==> src/hw/rtl/htid_pkg.sv <==
// shared types, codes and helpers for the hilbert tile id converter
`default_nettype none

package htid_pkg;

  // operation codes
  localparam logic OP_ENCODE = 1'b0;
  localparam logic OP_DECODE = 1'b1;

  // default highest zoom level
  localparam int ZOOM_LIMIT_DEF = 31;

  typedef struct packed {
    logic        operation;
    logic [4:0]  zoom;
    logic [30:0] x_coord;
    logic [30:0] y_coord;
    logic [63:0] tile_id;
  } req_t;

  typedef struct packed {
    logic [62:0] result_id;
    logic [4:0]  result_zoom;
    logic [30:0] result_x;
    logic [30:0] result_y;
    logic        out_of_range;
  } rsp_t;

  // count of tiles at all zooms below z: (4^z - 1) / 3, a 0101.. pattern
  function automatic logic [63:0] tiles_below(input logic [5:0] z);
    logic [63:0] r;
    r = '0;
    for (int t = 0; t < 32; t++) begin
      r[2*t] = (6'(t) < z);
    end
    return r;
  endfunction

endpackage

`default_nettype wire

==> src/hw/rtl/htid_level.sv <==
// one hilbert curve level, shared by encode and decode walks
`default_nettype none

module htid_level (
  input  wire logic        dir,
  input  wire logic [4:0]  lvl,
  input  wire logic [30:0] x_in,
  input  wire logic [30:0] y_in,
  input  wire logic [1:0]  quad_in,
  output logic [30:0]      x_out,
  output logic [30:0]      y_out,
  output logic [1:0]       quad_out
);
  import htid_pkg::*;

  logic [30:0] mask;
  logic [30:0] bit_s;
  logic        rx;
  logic        ry;
  logic [30:0] xm;
  logic [30:0] ym;
  logic [30:0] xr;
  logic [30:0] yr;

  assign bit_s = 31'(1) << lvl;
  assign mask  = bit_s - 31'(1);

  // quadrant bits for this level
  always_comb begin
    if (dir == OP_ENCODE) begin
      rx = x_in[lvl];
      ry = y_in[lvl];
    end else begin
      rx = quad_in[1];
      ry = quad_in[0] ^ quad_in[1];
    end
  end

  // encode emits the quadrant code (3*rx)^ry
  assign quad_out = {rx, rx ^ ry};

  // rotate / reflect the sub-square
  always_comb begin
    xm = x_in & mask;
    ym = y_in & mask;
    if (!ry) begin
      if (rx) begin
        xm = ~xm & mask;
        ym = ~ym & mask;
      end
      xr = ym;
      yr = xm;
    end else begin
      xr = xm;
      yr = ym;
    end
  end

  // decode places the quadrant bits at this level
  always_comb begin
    if (dir == OP_ENCODE) begin
      x_out = xr;
      y_out = yr;
    end else begin
      x_out = xr | (rx ? bit_s : '0);
      y_out = yr | (ry ? bit_s : '0);
    end
  end

endmodule

`default_nettype wire

==> src/hw/rtl/hilbert_tile_id_convert.sv <==
// top level: tile coordinates <-> hilbert tile id converter
//
//   channel   handshake                      payload
//   request   start && !busy at rising edge  htid_pkg::req_t: op, zoom, x, y, tile id
//   result    done high for one cycle        htid_pkg::rsp_t: id, zoom, x, y, out of range
//
// encode: walks the hilbert levels from transfer to done, one level a cycle.
// decode: zoom search one level a cycle, one subtract, one walk level a
//   cycle; out of range ids finish once the search passes ZOOM_LIMIT.
// both walks share the level unit; decode adds the 64-bit compare/subtract.
// synchronous reset returns to idle; the receiver cannot stall done.
`default_nettype none

module hilbert_tile_id_convert #(
  parameter int ZOOM_LIMIT = htid_pkg::ZOOM_LIMIT_DEF
) (
  input  wire logic            clk,
  input  wire logic            rst,
  input  wire logic            start,
  input  wire htid_pkg::req_t  req,
  output logic                 busy,
  output logic                 done,
  output htid_pkg::rsp_t       rsp
);
  import htid_pkg::*;

  localparam logic [2:0] ST_IDLE   = 3'd0;
  localparam logic [2:0] ST_SEARCH = 3'd1;
  localparam logic [2:0] ST_SUB    = 3'd2;
  localparam logic [2:0] ST_WALK   = 3'd3;
  localparam logic [2:0] ST_FINISH = 3'd4;

  logic [2:0]  state;
  logic        dir;
  logic        oor;
  logic [5:0]  zz;
  logic [4:0]  zm;
  logic [4:0]  left;
  logic [63:0] acc;
  logic [30:0] x;
  logic [30:0] y;

  logic [4:0]  lvl;
  logic [30:0] x_next;
  logic [30:0] y_next;
  logic [1:0]  quad;
  logic [63:0] band_end;
  logic [63:0] band_start;
  rsp_t        rsp_next;

  assign busy = (state != ST_IDLE);

  // level index: encode walks down from the top, decode walks up
  assign lvl = (dir == OP_ENCODE) ? (left - 5'd1) : (zm - left);

  assign band_end   = tiles_below(zz + 6'd1);
  assign band_start = tiles_below({1'b0, zm});

  htid_level u_level (
    .dir      (dir),
    .lvl      (lvl),
    .x_in     (x),
    .y_in     (y),
    .quad_in  (acc[1:0]),
    .x_out    (x_next),
    .y_out    (y_next),
    .quad_out (quad)
  );

  // result fields for the finishing cycle
  always_comb begin
    rsp_next = '0;
    if (oor) begin
      rsp_next.out_of_range = 1'b1;
    end else if (dir == OP_ENCODE) begin
      rsp_next.result_id = acc[62:0] + band_start[62:0];
    end else begin
      rsp_next.result_zoom = zm;
      rsp_next.result_x    = x;
      rsp_next.result_y    = y;
    end
  end

  // control sequencer
  always_ff @(posedge clk) begin
    if (rst) begin
      state <= ST_IDLE;
      done  <= 1'b0;
    end else begin
      done <= (state == ST_FINISH);
      case (state)
        ST_IDLE: begin
          if (start) begin
            if (req.operation == OP_ENCODE) begin
              if (6'(req.zoom) > 6'(ZOOM_LIMIT)) begin
                state <= ST_FINISH;
              end else begin
                state <= ST_WALK;
              end
            end else begin
              state <= ST_SEARCH;
            end
          end
        end
        ST_SEARCH: begin
          if (zz > 6'(ZOOM_LIMIT)) begin
            state <= ST_FINISH;
          end else if (acc < band_end) begin
            state <= ST_SUB;
          end
        end
        ST_SUB: begin
          state <= ST_WALK;
        end
        ST_WALK: begin
          if (left == 5'd0) begin
            state <= ST_FINISH;
          end
        end
        ST_FINISH: begin
          state <= ST_IDLE;
        end
        default: begin
          state <= ST_IDLE;
        end
      endcase
    end
  end

  // datapath registers
  always_ff @(posedge clk) begin
    case (state)
      ST_IDLE: begin
        if (start) begin
          dir  <= req.operation;
          zz   <= '0;
          zm   <= req.zoom;
          left <= req.zoom;
          x    <= req.x_coord;
          y    <= req.y_coord;
          if (req.operation == OP_ENCODE) begin
            acc <= '0;
            oor <= (6'(req.zoom) > 6'(ZOOM_LIMIT));
          end else begin
            acc <= req.tile_id;
            oor <= 1'b0;
          end
        end
      end
      ST_SEARCH: begin
        if (zz > 6'(ZOOM_LIMIT)) begin
          oor <= 1'b1;
        end else if (acc < band_end) begin
          zm <= zz[4:0];
        end else begin
          zz <= zz + 6'd1;
        end
      end
      ST_SUB: begin
        acc  <= acc - band_start;
        left <= zm;
        x    <= '0;
        y    <= '0;
      end
      ST_WALK: begin
        if (left != 5'd0) begin
          x    <= x_next;
          y    <= y_next;
          left <= left - 5'd1;
          if (dir == OP_ENCODE) begin
            acc <= {acc[61:0], quad};
          end else begin
            acc <= {2'b00, acc[63:2]};
          end
        end
      end
      ST_FINISH: begin
        rsp <= rsp_next;
      end
      default: begin
      end
    endcase
  end

endmodule

`default_nettype wire

==> config.mk <==
export PLATFORM = sky130hd
export DESIGN_NAME = hilbert_tile_id_convert
export DESIGN_NICKNAME = d
export VERILOG_FILES = /design/src/hw/rtl/htid_pkg.sv /design/src/hw/rtl/htid_level.sv /design/src/hw/rtl/hilbert_tile_id_convert.sv
export SDC_FILE = /design/constraint.sdc
export NUM_CORES = 1
export LEC_CHECK = 0
export BUFFER_PORTS_ARGS = -buffer_cell sky130_fd_sc_hd__buf_4
export CAP_MARGIN = 10
export CELL_PAD_IN_SITES_DETAIL_PLACEMENT = 0
export CELL_PAD_IN_SITES_GLOBAL_PLACEMENT = 1
export CORE_AREA = 2 2 177 265
export DETAILED_ROUTE_END_ITERATION = 6
export DIE_AREA = 0 0 179 267
export PLACE_DENSITY_LB_ADDON = 0.1
export SLEW_MARGIN = 20
export SYNTH_ARGS = -nofsm -noshare
export SYNTH_HDL_FRONTEND = slang
export SYNTH_SLANG_ARGS = --single-unit
export TNS_END_PERCENT = 20
==> constraint.sdc <==
create_clock -name clk -period 26.3 [get_ports clk]
set_clock_uncertainty 0.15 [all_clocks]
set_input_delay 5.26 -clock clk [delete_from_list [all_inputs] [get_ports clk]]
set_output_delay 5.26 -clock clk [all_outputs]
set_load 0.01 [all_outputs]
-- Word level (Yosys, flattened, before mapping)
Index checks and enable logic that the tools add are counted.
- flip-flop bits (word level): 279
- bits of input ports: 135
- logic and storage cells: 171
- output and inout port bits: 133
- multiplexer cells: 46
- shift-type cells: 1
- equal/unequal tests: 12
- reduce and logical (&&, ||, !) cells: 14
- $add $sub $neg: 6
- order comparisons: 66
- bitwise operators: 11
- operators with widths (kind ; number):
    31-bit 2-to-1 mux ; 12
    64-bit 2-to-1 mux ; 4
    64-bit case mux with 3 select lines ; 1
    31-bit case mux with 3 select lines ; 2
    31-bit AND ; 4
    5-bit by 6-bit < comparator with 1-bit output (first input constant) ; 16
    5-bit < comparator (first input constant) ; 15
    64-bit by 63-bit < comparator with 1-bit output ; 1
    64-bit by 61-bit subtractor with 64-bit output ; 1
    63-bit by 61-bit adder with 63-bit output ; 1
    31-bit inverter ; 2
    31-bit bitwise OR ; 2
    4-bit by 6-bit < comparator with 1-bit output (first input constant) ; 8
    4-bit by 5-bit < comparator with 1-bit output (first input constant) ; 8
    1-bit by 5-bit left shift with 31-bit output (first input constant) ; 1
    31-bit by 1-bit subtractor with 31-bit output (second input constant) ; 1
    5-bit 2-to-1 mux ; 5
    3-bit by 6-bit < comparator with 1-bit output (first input constant) ; 4
    3-bit by 5-bit < comparator with 1-bit output (first input constant) ; 4
    6-bit 2-to-1 mux ; 3
    5-bit case mux with 3 select lines ; 1
    2-bit inequality test (second input constant) ; 7
    1-bit by 6-bit < comparator with 1-bit output (first input constant) ; 2
    2-bit by 6-bit < comparator with 1-bit output (first input constant) ; 2
    30 further kinds ; 49

-- Depth between registers and ports, before layout
- depth in word-level cells: 13
- gate-level depth with buffers: 21
- mapped depth without buffers: 18

-- Hierarchy
Synthesis repeated with hierarchy kept, for this count alone.
- cell total of the unflattened synthesis: 2573
- area total of the unflattened synthesis: 22250.1 um2
- by module, submodules not included (module ; cells an instance ; area each (um2) ; seq. area each (um2) ; times used):
    hilbert_tile_id_convert ; 2079 ; 19140.9 ; 8338.0 ; 1
    htid_level ; 494 ; 3109.2 ; 0.0 ; 1

-- Worst setup path before layout
OpenSTA, ideal clock, no wires.
- path kind: in2reg
- start: in start
- end: reg acc[0], enable pin
- buffers on the path: 0
- setup slack: 14.757 ns
- library setup time: 0.623 ns
- required time: 25.527 ns
- cell stages on the path: 2
- data arrival time: 10.770 ns
- path through: nor2_1 > nor2_1
- word-level cells in the longest chain between the ends: 2
- RTL lines (what ; RTL line ; RTL):
    start: declaration ; hilbert_tile_id_convert.sv:19 ; input wire logic start,
    2-bit inequality test (no source line) ; n/a ;
    3-bit AND reduction (no source line) ; n/a ;
    end signal: assignment ; hilbert_tile_id_convert.sv:145 ; acc <= req.tile_id;
    end signal: assignment ; hilbert_tile_id_convert.sv:160 ; acc <= acc - band_start;
    end signal: assignment ; hilbert_tile_id_convert.sv:171 ; acc <= {acc[61:0], quad};
    end: declaration ; hilbert_tile_id_convert.sv:39 ; logic [63:0] acc;
No other way between the ends.
A chain may end at the register's enable or synchronous reset.

-- Worst setup path in the final report
- start: reg state[0]
- end: out busy
- word-level cells in the longest chain between the ends: 1
- RTL lines (what ; RTL line ; RTL):
    start: declaration ; hilbert_tile_id_convert.sv:33 ; logic [2:0] state;
    start signal: assignment ; hilbert_tile_id_convert.sv:87 ; state <= ST_IDLE;
    start signal: assignment ; hilbert_tile_id_convert.sv:96 ; state <= ST_FINISH;
    start signal: assignment ; hilbert_tile_id_convert.sv:98 ; state <= ST_WALK;
    3-bit nonzero test ; hilbert_tile_id_convert.sv:51 ; assign busy = (state != ST_IDLE);
    end: declaration ; hilbert_tile_id_convert.sv:21 ; output logic busy,
No other way between the ends.

==> metrics.md <==
| Metric | Value |
|---|---|
| Cell with the most instances after synthesis | `nand2_1` |
| Inst Count DP | `3176` |
| Fillers | `4246` |
| Synth area leaders | `edfxtp_1 (37%), ha_1 (6.1%), xnor2_1 (5.4%), nand2_1 (4.9%), nor2_1 (4.6%)` |
| Die height | `between 200 and 300 um` |
| Critical path class | `reg2out` |
| Ports | `about 270` |
| Most common flop cell mapped by yosys | `edfxtp_1` |
| Vias in the first global route | `20.2k` |
| Initial DRC Count | `1642` |
| Status | `finished clean` |
| Fraction of layout cells with a size suffix above 1 | `0.157` |
| Largest net degree at the start of global routing | `76` |
| Total die area | `47800 um2` |
| Vias post-DR | `20.2k` |
| Crit path required time | `roughly 21000 ps` |
| Hold Path End | `rsp[10]$_SDFFCE_PP0P_` |
| Worst reg2reg setup slack | `20060 ps` |
| Root Buffer Master | `clkbuf_16` |
| Max IR drop VDD | `0.0000990 V` |
| Max-cap viol count | `0` |
| Final hold viol count | `0` |
| Slew HR | `0.230` |
| Pwr dens | `159 nW/um2` |
| P&R area growth vs syn | `15.1%` |
| Residual DRC | `0` |
| Initial antenna violation count | `1` |
| Post-synth top area share | `0.374` |
| Routed Antenna Nets | `0` |
| # clock sinks | `around 280` |
| Syn Nets | `2698` |
| Critical Path Start Type | `flip-flop` |
| Die span in x | `179 um` |
| YS warnings | `0` |
| First-pass GRT wire length | `120000 um` |
| Pins Over Slew Limit | `0` |
| Fin worst setup slack | `roughly 19000 ps` |
| Post-DP HPWL | `59800 um` |
| Cell count after synthesis | `2454` |
| Max Freq | `0.142 GHz` |
| Commonest cells post-synth | `nand2_1 (291), edfxtp_1 (275), nor2_1 (268)` |
| R2R Path End | `y[10]$_DFFE_PP_` |
| Yosys top cell by area | `edfxtp_1` |
| Hold wc startpoint | `y[9]$_DFFE_PP_` |
| Nets | `2864` |
| RSZ-0062 raised after global routing | `no` |
| Register area share after synthesis | `0.378` |
| Setup tns final | `0 ps` |
| H-tree levels | `1` |
| Critical R2R Launch | `dir$_DFFE_PP_` |
| Cell leakage power | `9.97 nW` |
| Post-CTS Setup Inserts | `0` |
| Overall routing resource usage | `0.331` |
| Via density per instance | `6.26` |
| Core area | `45500 um2` |
| CTS clk-pin slew, worst paths | `70 ps` |
| Min cycle time layout | `7060 ps` |
| Ratio of final minimum period to clock period | `0.268` |
| # hold bufs at CTS | `0` |
| Netlist cell types | `98` |
| Hold path depth | `1` |
| Post_cts resized | `0` |
| Crit path max fanout | `10` |
| Congestion Overflow GR | `0` |
| Drt wl/cell | `24.8 um` |
| Setup WS pre-CTS | `between 15000 and 20000 ps` |
| Worst-Skew Late Latency | `around 600 ps` |
| 1st-pass router iterations | `6` |
| Inserted Clock Buffers | `30` |
| Syn_area_per_cell | `between 8 and 9 um2` |
| Initial Util | `0.485` |
| Post-synth EDFFs | `275` |
| Non-Filler Instances | `3233` |
| Worst EP arrival | `1650 ps` |
| HP Class | `reg2reg` |
| Gpl congestion | `0.972` |
| #FFs+latches synth | `279` |
| PortBufs | `about 270` |
| CTS max path bufs | `3` |
| Worst Reg-to-Reg Cells | `15` |
| Row count | `96` |
| FFs w/ async S/R, synth | `0` |
| Crit end category | `output port` |
| Final setup viols | `0` |
| CTS tree | `yes` |
| WL final | `80000 um` |
| Tightest Pin Transition | `1160 ps` |
| Netlist Area Pre-Place | `22100 um2` |
-- stage by stage --
step | hold slack (ps) | cell area [um2] | util | total power [mW]
after global placement | 452 | 24400 | 0.536 | 3.52
after floorplan | 337 | 22100 | - | 2.82
after detailed placement | 464 | 24400 | 0.536 | 3.55
after global routing | 520 | 25400 | 0.558 | 4.33
after CTS | 485 | 25400 | 0.558 | 4.02
final | 488 | 25400 | 0.558 | 4.05
-- layout by cell type (no fill, tap or decap), types with 15 or more instances in the layout --
cell type  synthesis  routed
a211o_1           22      22
a21oi_1          138     138
inv_1             80      80
xnor2_1          137     136
nand4_1           16      16
o21ai_0          149     149
nor2_1           268     265
o221ai_1          60      60
xor2_1            59      59
nand2b_1          25      25
and2_1            73      73
nor2b_1           31      30
nor3_1            41      40
clkbuf_16          0      31
a31oi_1           32      32
o211ai_1          19      19
nand3_1           53      53
a21o_1            18      17
a221o_1           15      15
a211oi_1          20      20
buf_4              7     301
nand2_1          291     288
mux2i_1           72      71
ha_1             108     108
edfxtp_1         275     275
-- power breakdown --
group	switching (mW)	internal (mW)
Clock	0.205	0.247
Sequential	0.255	0.694
Combinational	1.67	0.980
Total	2.13	1.92
-- routing by layer --
layer  vias to the layer above  routed length (um)  global-route usage
met5                         -                  16                   0
met4                         2                6050               0.225
met3                       248                4370              0.0311
met2                       888               41300               0.597
met1                      9783               28300               0.361
li1                       9323                   -                   -
-- how the worst max path moves through the flow --
stage | startpoint | endpoint | slack (ps) | cells after the start
6_report | state[0]$_SDFFE_PP0P_ | busy | 19240 | 3
4_1_cts | state[0]$_SDFFE_PP0P_ | busy | 19270 | 3
3_3_place_gp | req[131] | acc[62]$_DFFE_PP_ | 19270 | 5
3_5_place_dp | req[131] | acc[62]$_DFFE_PP_ | 19210 | 5
5_1_grt | state[0]$_SDFFE_PP0P_ | busy | 19160 | 3
2_1_floorplan | start | acc[0]$_DFFE_PP_ | 14760 | 2
-- critical path, stage by stage, from the launching register on --
cell and delay [ps]:
dfxtp_1 440, nor3_1 320, inv_1 120, buf_4 170
-- layout make-up --
cell class | count | area [um2] | area share
Sequential cell | 279 | 8340 | 0.328
Antenna cell | 1 | 2.50 | 0.0000985
Multi-Input combinational cell | 1927 | 12800 | 0.502
Clock inverter | 20 | 209 | 0.00822
Clock buffer | 36 | 795 | 0.0313
Tap cell | 588 | 736 | 0.0290
Timing Repair Buffer | 301 | 2260 | 0.0889
Inverter | 81 | 304 | 0.0120
-- cell families after synthesis --
logic type / share of synthesized area
AOI/OAI and AO/OA: 0.202
xor gates and xnor gates: 0.0785
adders and majority gates: 0.0621
buffers and inverters: 0.0467
DFF: 0.378
muxes: 0.0464
and+or+nand+nor: 0.187
-- flip-flops by register name (all words and copies together), names as in the netlist --
| register | flops |
|---|---|
| done | 1 |
| state | 3 |
| dir | 1 |
| acc | 64 |
| y | 31 |
| rsp | 131 |
| zm | 5 |
| zz | 6 |
| left | 5 |
| oor | 1 |
| x | 31 |
Note: power is estimated with default switching activity, not from simulation.
